===== src/sv/subcode_q_crc_check_top_macros.svh =====
// Assertion macros for the subchannel Q CRC checker.
// Used by subcode_q_crc_check_top; expects clk_i and rst_ni in scope.
`ifndef SUBCODE_Q_CRC_CHECK_TOP_MACROS_SVH
`define SUBCODE_Q_CRC_CHECK_TOP_MACROS_SVH

// same-cycle implication
`define SQC_ASSERT(lbl, ante, cons, msg) \
  lbl: assert property (@(posedge clk_i) disable iff (!rst_ni) (ante) |-> (cons)) \
    else $error(msg);

// next-cycle implication
`define SQC_ASSERT_NXT(lbl, ante, cons, msg) \
  lbl: assert property (@(posedge clk_i) disable iff (!rst_ni) (ante) |=> (cons)) \
    else $error(msg);

`endif


===== src/sv/subq_pkg.sv =====
// Shared constants and types for the subchannel Q CRC checker.
// No dependencies.
`default_nettype none

package subq_pkg;

  localparam int unsigned FrameLen  = 12;
  localparam int unsigned CrcSpan   = 10;
  localparam int unsigned WipeFirst = 3;
  localparam int unsigned WipeCount = 7;
  localparam int unsigned PosW      = 4;

  localparam logic [15:0]     CrcPoly = 16'h1021;
  localparam logic [PosW-1:0] LastPos = PosW'(FrameLen - 1);

  typedef struct packed {
    logic                         load;
    logic                         ok;
    logic [FrameLen-1:0][7:0]     bytes;
  } frame_t;

endpackage

`default_nettype wire


===== src/sv/subq_crc_step.sv =====
// One byte of CRC-16 (poly 0x1021, MSB first).
// Depends on subq_pkg.
`default_nettype none

module subq_crc_step
  import subq_pkg::*;
(
  input  wire logic [15:0] crc_i,
  input  wire logic [7:0]  byte_i,
  output logic      [15:0] crc_o
);

  logic [15:0] c;

  always_comb begin
    c = crc_i ^ {byte_i, 8'h00};
    for (int k = 0; k < 8; k++) begin
      if (c[15]) begin
        c = {c[14:0], 1'b0} ^ CrcPoly;
      end else begin
        c = {c[14:0], 1'b0};
      end
    end
    crc_o = c;
  end

endmodule

`default_nettype wire


===== src/sv/subq_collect.sv =====
// Input side: byte counter, running CRC, frame buffer and pass/fail check.
// Depends on subq_pkg and subq_crc_step.
`default_nettype none

module subq_collect
  import subq_pkg::*;
(
  input  wire logic       clk_i,
  input  wire logic       rst_ni,
  input  wire logic       in_valid_i,
  output logic            in_ready_o,
  input  wire logic [7:0] q_byte_i,
  input  wire logic       frame_start_i,
  input  wire logic       emit_busy_i,
  output frame_t          frame_o
);

  logic [PosW-1:0] pos_q, pos_d, pos_eff;
  logic [15:0]     crc_q, crc_d, crc_base, crc_nxt;
  logic [7:0]      buf_q [FrameLen-1];
  logic            acc, complete, ok;

  subq_crc_step u_crc (
    .crc_i  (crc_base),
    .byte_i (q_byte_i),
    .crc_o  (crc_nxt)
  );

  assign in_ready_o = !((pos_q == LastPos) && emit_busy_i);
  assign acc        = in_valid_i && in_ready_o;
  assign pos_eff    = frame_start_i ? '0 : pos_q;
  assign crc_base   = frame_start_i ? '0 : crc_q;
  assign complete   = acc && (pos_eff == LastPos);
  assign ok         = (~crc_q == {buf_q[CrcSpan], q_byte_i});

  always_comb begin
    pos_d = pos_q;
    crc_d = crc_q;
    if (acc) begin
      if (complete) begin
        pos_d = '0;
        crc_d = '0;
      end else begin
        pos_d = pos_eff + 1'b1;
        crc_d = (pos_eff < PosW'(CrcSpan)) ? crc_nxt : crc_base;
      end
    end
  end

  always_ff @(posedge clk_i or negedge rst_ni) begin
    if (!rst_ni) begin
      pos_q <= '0;
      crc_q <= '0;
    end else begin
      pos_q <= pos_d;
      crc_q <= crc_d;
    end
  end

  always_ff @(posedge clk_i) begin
    if (acc && !complete) begin
      buf_q[pos_eff] <= q_byte_i;
    end
  end

  always_comb begin
    frame_o.load = complete;
    frame_o.ok   = ok;
    for (int k = 0; k < FrameLen - 1; k++) begin
      if (!ok && k >= WipeFirst && k < WipeFirst + WipeCount) begin
        frame_o.bytes[k] = '0;
      end else begin
        frame_o.bytes[k] = buf_q[k];
      end
    end
    frame_o.bytes[FrameLen-1] = q_byte_i;
  end

endmodule

`default_nettype wire


===== src/sv/subq_emit.sv =====
// Output side: holds one checked frame; sends one item a cycle while out_ready_i is high.
// Depends on subq_pkg.
`default_nettype none

module subq_emit
  import subq_pkg::*;
(
  input  wire logic       clk_i,
  input  wire logic       rst_ni,
  input  wire frame_t     frame_i,
  output logic            busy_o,
  output logic            out_valid_o,
  input  wire logic       out_ready_i,
  output logic      [7:0] out_byte_o,
  output logic            crc_ok_o,
  output logic            frame_last_o
);

  logic                     busy_q, busy_d;
  logic [PosW-1:0]          idx_q, idx_d;
  logic                     ok_q;
  logic [FrameLen-1:0][7:0] buf_q;

  always_comb begin
    busy_d = busy_q;
    idx_d  = idx_q;
    if (frame_i.load) begin
      busy_d = 1'b1;
      idx_d  = '0;
    end else if (busy_q && out_ready_i) begin
      if (idx_q == LastPos) begin
        busy_d = 1'b0;
        idx_d  = '0;
      end else begin
        idx_d = idx_q + 1'b1;
      end
    end
  end

  always_ff @(posedge clk_i or negedge rst_ni) begin
    if (!rst_ni) begin
      busy_q <= 1'b0;
      idx_q  <= '0;
    end else begin
      busy_q <= busy_d;
      idx_q  <= idx_d;
    end
  end

  always_ff @(posedge clk_i) begin
    if (frame_i.load) begin
      buf_q <= frame_i.bytes;
      ok_q  <= frame_i.ok;
    end
  end

  assign busy_o       = busy_q;
  assign out_valid_o  = busy_q;
  assign out_byte_o   = buf_q[idx_q];
  assign crc_ok_o     = ok_q;
  assign frame_last_o = (idx_q == LastPos);

endmodule

`default_nettype wire


===== src/sv/subcode_q_crc_check_top.sv =====
// Latency: first item of a frame is valid the cycle after its twelfth byte is taken.
// Throughput: one byte in and one item out per cycle while neither side stalls;
// bytes 0-10 of the next frame enter while the current frame drains, and its
// twelfth byte waits until the output buffer has sent its last item.
// Reset (async, active low) clears the byte count, CRC and output valid.
`default_nettype none

`include "subcode_q_crc_check_top_macros.svh"

module subcode_q_crc_check_top
  import subq_pkg::*;
(
  input  wire logic       clk_i,
  input  wire logic       rst_ni,
  input  wire logic       in_valid_i,
  output logic            in_ready_o,
  input  wire logic [7:0] q_byte_i,
  input  wire logic       frame_start_i,
  output logic            out_valid_o,
  input  wire logic       out_ready_i,
  output logic      [7:0] out_byte_o,
  output logic            crc_ok_o,
  output logic            frame_last_o
);

  frame_t frm;
  logic   emit_busy;

  subq_collect u_collect (
    .clk_i         (clk_i),
    .rst_ni        (rst_ni),
    .in_valid_i    (in_valid_i),
    .in_ready_o    (in_ready_o),
    .q_byte_i      (q_byte_i),
    .frame_start_i (frame_start_i),
    .emit_busy_i   (emit_busy),
    .frame_o       (frm)
  );

  subq_emit u_emit (
    .clk_i        (clk_i),
    .rst_ni       (rst_ni),
    .frame_i      (frm),
    .busy_o       (emit_busy),
    .out_valid_o  (out_valid_o),
    .out_ready_i  (out_ready_i),
    .out_byte_o   (out_byte_o),
    .crc_ok_o     (crc_ok_o),
    .frame_last_o (frame_last_o)
  );

  `SQC_ASSERT(a_no_overwrite, frm.load, !out_valid_o, "frame loaded over one still sending")
  `SQC_ASSERT_NXT(a_load_starts, frm.load, out_valid_o && !frame_last_o,
                  "loaded frame does not start at its first item")
  `SQC_ASSERT(a_stall_cause, !in_ready_o, out_valid_o, "input stalled with output idle")

endmodule

`default_nettype wire

===== config.mk =====
export PLATFORM = sky130hd
export DESIGN_NAME = subcode_q_crc_check_top
export DESIGN_NICKNAME = d
export VERILOG_FILES = /design/src/sv/subq_pkg.sv /design/src/sv/subq_crc_step.sv /design/src/sv/subq_collect.sv /design/src/sv/subq_emit.sv /design/src/sv/subcode_q_crc_check_top.sv
export VERILOG_INCLUDE_DIRS = /design/src /design/src/sv
export SDC_FILE = /design/constraint.sdc
export NUM_CORES = 1
export LEC_CHECK = 0
export ABC_AREA = 1
export BUFFER_PORTS_ARGS = -buffer_cell sky130_fd_sc_hd__buf_2
export CAP_MARGIN = 20
export CORE_ASPECT_RATIO = 1.25
export CORE_MARGIN = 2
export CORE_UTILIZATION = 56
export DETAILED_ROUTE_END_ITERATION = 16
export GPL_ROUTABILITY_DRIVEN = 0
export PLACE_DENSITY = 0.76
export SYNTH_ARGS = -nofsm -noshare
export SYNTH_HDL_FRONTEND = slang
export SYNTH_SLANG_ARGS = --single-unit

===== constraint.sdc =====
create_clock -name clk_i -period 4.5 [get_ports clk_i]
set_clock_uncertainty 0.2 [all_clocks]
set_input_delay 0.225 -clock clk_i [delete_from_list [all_inputs] [get_ports clk_i]]
set_output_delay 0.225 -clock clk_i [all_outputs]
set_load 0.005 [all_outputs]

==> flow_metrics.tcl, run 1 <==
set metrics [dict create \
    status "complete, no violations" \
    avgSynthCellArea_um2 11.3 \
    critPathMaxStageDelay_ns 0.71 \
    area_delta_synth_final_pct 13.0 \
    ant_nets 0 \
    hpwl_um 12700 \
    timing.max_cap.violations 0 \
    slew_viol_final 0 \
    worstPathCellList "buf_4 > inv_2 > nor2_1 > o32ai_1 > nand2_1 > nand2_1 > buf_2" \
    synth_edf_count 185 \
    setup_tns_ns 0 \
    path_class "register to output pin" \
    cts.repair.resized 0 \
    seq_area_frac_synth_pct 69.1 \
    fmaxAchievable_mhz 309 \
    rsz0062_at_grt "false" \
    die_area_mm2 0.0170 \
    num_vias 5957 \
    initial_core_util_pct 57.2 \
    cts_tree "done" \
    drive_gt1_share_pct 14.3 \
    synth_top_area_share_pct 62.1 \
    clockBufferDepth 3 \
    powerDensity_mw_per_mm2 507 \
    yosysWarnings 0 \
    htreeDepth 1 \
    antenna_found_initial 0 \
    post_cts_buffers 0 \
    yosysMostFrequentCell "edfxtp_1" \
    grt_pass1_wl_um 31400 \
    peakVddDrop_v 0.000331 \
    fin_total_pwr_mw 5.12 \
    worst_setup_path_end_kind "output pin" \
    period_needed_ns 3.24 \
    stdcell_area_mm2 0.0101 \
    clk_latency_ns 0.49 \
    critPathTopFamily "buffers and inverters" \
    diodes 0 \
    die_x_um 117 \
    syn-cell-area_mm2 0.00895 \
    drt-total-wl_um 20100 \
    slew_headroom_pct 33.6 \
    worst_pin_slew_ns 0.992 \
    cts_buffers 20 \
    worstSetupStartpointType "register" \
    firstDrtPassIters 5 \
    clk_pin_slew_ns 0.06 \
    num_rows 51 \
    core_mm2 0.0156 \
    synth_top_area_cell "edfxtp_1" \
    yosys-top-cells-count "edfxtp_1 (185), nor2_1 (118), nand2_1 (116), inv_1 (100), o21ai_0 (53)" \
    hold_viol 0 \
    crit_fanout 51 \
    drc 0 \
    synth_seq_cells 210 \
    io_buffers 24 \
    crit_top_cell "nand2_1" \
    min_path_type "input port to register" \
    worstPathArrival_ns 2.81 \
    grt_max_degree 67 \
    cp.required_ns 4.07 \
    grt_use_total_pct 24.3 \
    gr-total-overflow 0 \
    clock-sinks 210 \
    post_drt_wl_per_cell_um 18.9 \
    post-route-period-util_pct 71.9 \
    io_pins 25 \
    async_reset_ff_share_pct 11.9 \
    synth_fp_nets 810 \
    syn-instance-count 792 \
    die_h_um 145 \
    setup_viol 0 \
    finalNetCount 853 \
    cts-root-buf "clkbuf_16" \
    synth_cell_types 28 \
    first_global_vias 5963 \
    synth_ff_type "edfxtp_1" \
    post_dp_cell_area_mm2 0.00925 \
    crit_slowest_cell "inv_2" \
    fin_util_pct 64.6 \
    synth_area_leaders "edfxtp_1 (62%), dfrtp_1 (7.0%), nor2_1 (5.0%)" \
    timing.critical_path.buf_inv 3 \
    drt_iter0_drc 569 \
    leakage_nw 3.89 \
    viasPerCell 5.62 \
]
[placed cells by master, fill, tap and decap left out, types with 9 or more instances in the layout]
cell type      netlist  layout
xor2_1              16      16
o21ai_0             53      53
edfxtp_1           185     185
buf_2                6      28
dlygate4sd3_1        0       9
inv_1              100     100
nor2_1             118     118
clkbuf_16            0      21
o211ai_1            16      16
nand2_1            116     115
dfrtp_1             25      25
nor3_1              11      10
nand3_1             34      34
nor2_2              34      33
[where the power goes]
group          leakage [nW]  total [mW]  internal (mW)  switching [mW]
registers              1.86        2.30           2.18           0.114
clock network         0.353        1.82           1.13           0.682
logic                  1.67        1.01          0.321           0.688
total                  3.89        5.12           3.64            1.48
[logic make-up after synthesis]
| logic type | Yosys count | synth area share [%] |
|---|---|---|
| xor gates and xnor gates | 16 | 1.57 |
| adders and majority gates | 5 | 0.699 |
| AOI/OAI and AO/OA | 101 | 6.63 |
| and+or+nand+nor | 326 | 15.8 |
| buffers and inverters | 134 | 6.17 |
| DFF | 210 | 69.1 |
[worst paths after layout]
| path | startpoint | depth (start not counted) | endpoint | slack, ns |
|---|---|---|---|---|
| worst min-delay path | q_byte_i[1] | 1 | u_collect.buf_q[4][1]$_DFFE_PP_ | 0.007 |
| min in group asynchronous | rst_ni | 2 | u_collect.crc_q[5]$_DFFE_PN0P_ | 0.11 |
| worst max-delay path | u_emit.idx_q[0]$_DFFE_PN0P_ | 7 | out_byte_o[4] | 1.26 |
| worst max register to register | u_collect.pos_q[0]$_DFFE_PN0P_ | 9 | u_emit.busy_o$_DFFE_PN0P_ | 1.78 |
| worst min register to register | u_collect.buf_q[0][7]$_DFFE_PP_ | 0 | u_emit.buf_q[7]$_DFFE_PP_ | 0.21 |
| max in group asynchronous | rst_ni | 2 | u_collect.crc_q[15]$_DFFE_PN0P_ | 3.55 |
[layer usage]
metal | wire (µm) | share of wire (%) | GRT usage, % | vias up
li1 | - | - | - | 2743
met5 | 0 | 0 | 0 | -
met4 | 1120 | 5.6 | 12.7 | 0
met3 | 1320 | 6.6 | 3.34 | 84
met2 | 9840 | 49 | 39.4 | 299
met1 | 7760 | 39 | 31.9 | 2831
[final cells by class]
class	count	area, µm²
sequential	210	6180
fill	1125	5530
multi-input combinational	448	2230
clock buffer	22	529
inverter	107	402
timing repair buffer	48	313
tap	212	265
clock inverter	13	189
[sequential cells by signal, indices dropped and copies added (netlist names)]
| register | flops |
|---|---|
| u_collect.buf_q | 88 |
| u_emit.buf_q | 96 |
| u_collect.crc_q | 16 |
| u_collect.pos_q | 4 |
| u_emit.idx_q | 4 |
| u_emit.busy_o | 1 |
| u_emit.crc_ok_o | 1 |
[repair_timing]
| item | 4_1_cts | 5_1_grt |
|---|---|---|
| hold endpoints to repair | 78 | 1 |
| hold buffers | 8 | 1 |
| endpoints found under the setup margin | 0 | 0 |
[metrics by stage]
| stage | std cells | hold WS [ns] | setup slack (ns) |
|---|---|---|---|
| after floorplan | 792 | -0.271 | 0.0922 |
| after global placement | 1006 | 0.0671 | 1.72 |
| after detailed placement | 1009 | 0.0787 | 1.57 |
| after CTS | 1052 | 0.000589 | 1.27 |
| after global routing | 1060 | 0.0105 | 1.06 |
| final | 1060 | 0.00742 | 1.26 |
[worst register-to-register path, stage by stage, from the launching register on]
cell	delay (ns)
dfrtp_1	0.35
inv_1	0.06
nor2_1	0.23
ha_1	0.29
nand3_2	0.19
nor2_4	0.16
buf_4	0.67
nor2_1	0.19
o21ai_1	0.18
nand2_1	0.08
(Power assumes the default switching activity.)
==> run 2, diff against run 1 <==
--- a/config.mk
+++ b/config.mk
@@ -6,7 +6,7 @@
 export SDC_FILE = /design/constraint.sdc
 export NUM_CORES = 1
 export LEC_CHECK = 0
-export ABC_AREA = 1
+export ABC_AREA = 0
 export BUFFER_PORTS_ARGS = -buffer_cell sky130_fd_sc_hd__buf_2
 export CAP_MARGIN = 20
 export CORE_ASPECT_RATIO = 1.25
==> constraint.sdc (replaced) <==
create_clock -name clk_i -period 2.9 [get_ports clk_i]
set_clock_uncertainty 0.2 [all_clocks]
set_input_delay 0.145 -clock clk_i [delete_from_list [all_inputs] [get_ports clk_i]]
set_output_delay 0.145 -clock clk_i [all_outputs]
set_load 0.005 [all_outputs]
==> run 2 against run 1 <==
  * Synthesized cell count is 38% lower
  * Global-route usage is 5.0 points lower
  * Critical endpoint is now out_byte_o[0]
  * Total power is 43% higher
  * Register-to-register slack worse by 1.3 ns
  * Clock power is 42% higher
  * Combinational power is 9.9% higher
  * First-iteration DRC count is 32% lower
  * Wire length is 25% lower
  * Non-clock buffer count is 1 higher
==> flow_metrics.tcl, run 2 <==
set metrics [dict create \
    worst_slack_ns 0.210 \
    period_needed_ns 2.69 \
    synth_compound_area_share_pct 3.52 \
    worst-r2r-setup-slack_ns 0.49 \
    viasPerCell 5.64 \
    drc 0 \
    seq_area_frac_synth_pct 72.7 \
    firstDrtPassIters 5 \
    fmaxAchievable_mhz 372 \
    peakVddDrop_v 0.000648 \
    yosys-top-cells-count "edfxtp_1 (185), and2_1 (60), dfrtp_1 (25), nand2_1 (25), mux4_2 (24)" \
    fin_util_pct 65.5 \
    syn-cell-area_mm2 0.00850 \
    timing.max_cap.violations 0 \
    drt-total-wl_um 15000 \
    initial_core_util_pct 57.1 \
    cp.required_ns 2.56 \
    area_delta_synth_final_pct 14.6 \
    slew_headroom_pct 51.6 \
    io_buffers 24 \
    synth_fp_nets 507 \
    synth_area_leaders "edfxtp_1 (65%), dfrtp_1 (7.4%), mux4_2 (6.4%)" \
    num_rows 50 \
    largest_reg_flops 96 \
    synth_cell_types 38 \
    drt_iter0_drc 388 \
    slew_viol_final 0 \
    synth_edf_count 185 \
    worst_pin_slew_ns 0.723 \
    synth_fa_ha_area_share_pct 0.736 \
    syn-instance-count 489 \
    synthMuxAreaShare_pct 6.61 \
    regMostFlops "u_emit.buf_q" \
    diodes 0 \
    ant_nets 0 \
    grt_pass1_wl_um 23400 \
    r2r-end "u_collect.buf_q[8][3]$_DFFE_PP_" \
    synth_ff_type "edfxtp_1" \
    powerDensity_mw_per_mm2 750 \
    grt_max_degree 103 \
    finalNetCount 560 \
    worstPathArrival_ns 2.35 \
    htreeDepth 1 \
    core_mm2 0.0149 \
    die_h_um 142 \
    final_cell_mix "edfxtp_1 (185), and2_1 (60), nand2_1 (25)" \
    synth_top_area_share_pct 65.3 \
    die_x_um 114 \
    pre_cts_ws_ns 0.518 \
    path_class "register to output pin" \
    synth_top_family_by_area "simple AND/OR/NAND/NOR gates" \
    clk_pin_slew_ns 0.06 \
    status "complete, no violations" \
    clock-sinks 210 \
    r2r-start "u_collect.pos_q[3]$_DFFE_PN0P_" \
    post-route-period-util_pct 92.8 \
    synth-simple-area-share_pct 9.02 \
    io_pins 25 \
    crit_fanout 16 \
    first_global_vias 4259 \
    hold_viol 0 \
    reg2regPathDepth 4 \
    cts.repair.resized 0 \
    yosysMostFrequentCell "edfxtp_1" \
    cts-root-buf "clkbuf_16" \
    leakage_nw 3.31 \
    synth_seq_cells 210 \
    gr-total-overflow 0 \
    die_area_mm2 0.0162 \
    grt_use_total_pct 19.4 \
    largest_registers "u_emit.buf_q (96), u_collect.buf_q (88), u_collect.crc_q (16)" \
    clockBufferDepth 3 \
    layout_commonest_cell "edfxtp_1" \
    worst_setup_path_end_kind "output pin" \
    async_reset_ff_share_pct 11.9 \
    nFillCells 979 \
    worstSetupStartpointType "register" \
    yosysWarnings 0 \
    post_drt_wl_per_cell_um 20.3 \
    hpwl_um 9940 \
    setup_viol 0 \
    cts_buffers 21 \
    fin_total_pwr_mw 7.31 \
    avgSynthCellArea_um2 17.4 \
    synth_xor_area_share_pct 6.11 \
    drive_gt1_share_pct 18.7 \
    num_vias 4161 \
    antenna_found_initial 0 \
    clk_latency_ns 0.49 \
    synth_top_area_cell "edfxtp_1" \
    cts_tree "done" \
    rsz0062_at_grt "false" \
    whs_ns 0.0130 \
    min_path_type "input port to asynchronous set/reset pin" \
]
[run 2: changes by cell type after synthesis, moves of 15 or more]
| cell | before | now |
|---|---|---|
| and2_1 | 0 | 60 |
| nand2_1 | 116 | 25 |
| nor2b_1 | 0 | 16 |
| o21ai_0 | 53 | 3 |
| o2bb2ai_1 | 0 | 16 |
| xnor2_1 | 0 | 15 |
| nor2_1 | 118 | 13 |
| nor2_2 | 34 | 0 |
| nand3_1 | 34 | 5 |
| inv_1 | 100 | 8 |
| mux4_2 | 0 | 24 |
| o211ai_1 | 16 | 1 |
[run 2: cells by family (layout without fill, tap and decap cells)]
kind of cell    Yosys count  after routing
flops                   210            210
buf+inv                  27             94
fa+ha+maj                 5              5
xor+xnor                 44             44
mux                      26             26
simple gates            138            138
compound gates           39             39
[run 2: worst max-delay path: stages (launching register included)]
cell and delay (ns):
dfrtp_2 0.55, buf_12 0.23, mux4_2 0.54, a22oi_1 0.28, nand2_1 0.10, buf_2 0.14
[run 2: per-layer routing]
| layer | up-vias | global-route usage (%) | wire (µm) |
|---|---|---|---|
| li1 | 1950 | - | - |
| met1 | 2063 | 25.6 | 6140 |
| met2 | 109 | 32.2 | 7510 |
| met3 | 39 | 3.33 | 786 |
| met4 | 0 | 8.09 | 559 |
| met5 | - | 0 | 0 |
[run 2: cell type report]
| type | instances | area [µm²] | share of cell area, % |
|---|---|---|---|
| clock buffer | 21 | 526 | 5.39 |
| multi-input combinational | 252 | 2270 | 23.3 |
| timing repair buffer | 49 | 373 | 3.83 |
| clock inverter | 16 | 138 | 1.41 |
| inverter | 8 | 30.0 | 0.308 |
| sequential | 210 | 6180 | 63.4 |
| tap | 182 | 228 | 2.34 |
[run 2: worst max-delay path by stage]
| stage | start | endpoint | slack (ns) |
|---|---|---|---|
| floorplan | u_collect.pos_q[1]$_DFFE_PN0P_ | u_emit.buf_q[0]$_DFFE_PP_ | -0.10 |
| global placement | u_collect.pos_q[3]$_DFFE_PN0P_ | u_collect.buf_q[8][5]$_DFFE_PP_ | 0.67 |
| detailed placement | u_collect.pos_q[3]$_DFFE_PN0P_ | u_collect.buf_q[8][5]$_DFFE_PP_ | 0.52 |
| CTS | u_emit.idx_q[0]$_DFFE_PN0P_ | out_byte_o[0] | 0.20 |
| global route | u_emit.idx_q[0]$_DFFE_PN0P_ | out_byte_o[0] | 0.11 |
| finish | u_emit.idx_q[0]$_DFFE_PN0P_ | out_byte_o[0] | 0.21 |
[run 2: repair_timing]
item / in CTS / in global routing
endpoints found under the hold margin: 128 / 0
buffers inserted: 0 / 0
hold buffers: 11 / 0
[run 2: metrics by stage]
| stage | std cells | setup TNS, ns | area (µm²) |
|---|---|---|---|
| global placement | 690 | 0 | 8970 |
| global route | 738 | 0 | 9750 |
| finish | 738 | 0 | 9750 |
| detailed placement | 690 | 0 | 8970 |
| CTS | 738 | 0 | 9750 |
| floorplan | 489 | -9.72 | 8570 |
[run 2: power by group]
part           switching, mW  internal [mW]
sequential             0.191           3.43
clock                   1.07           1.51
combinational          0.489          0.620
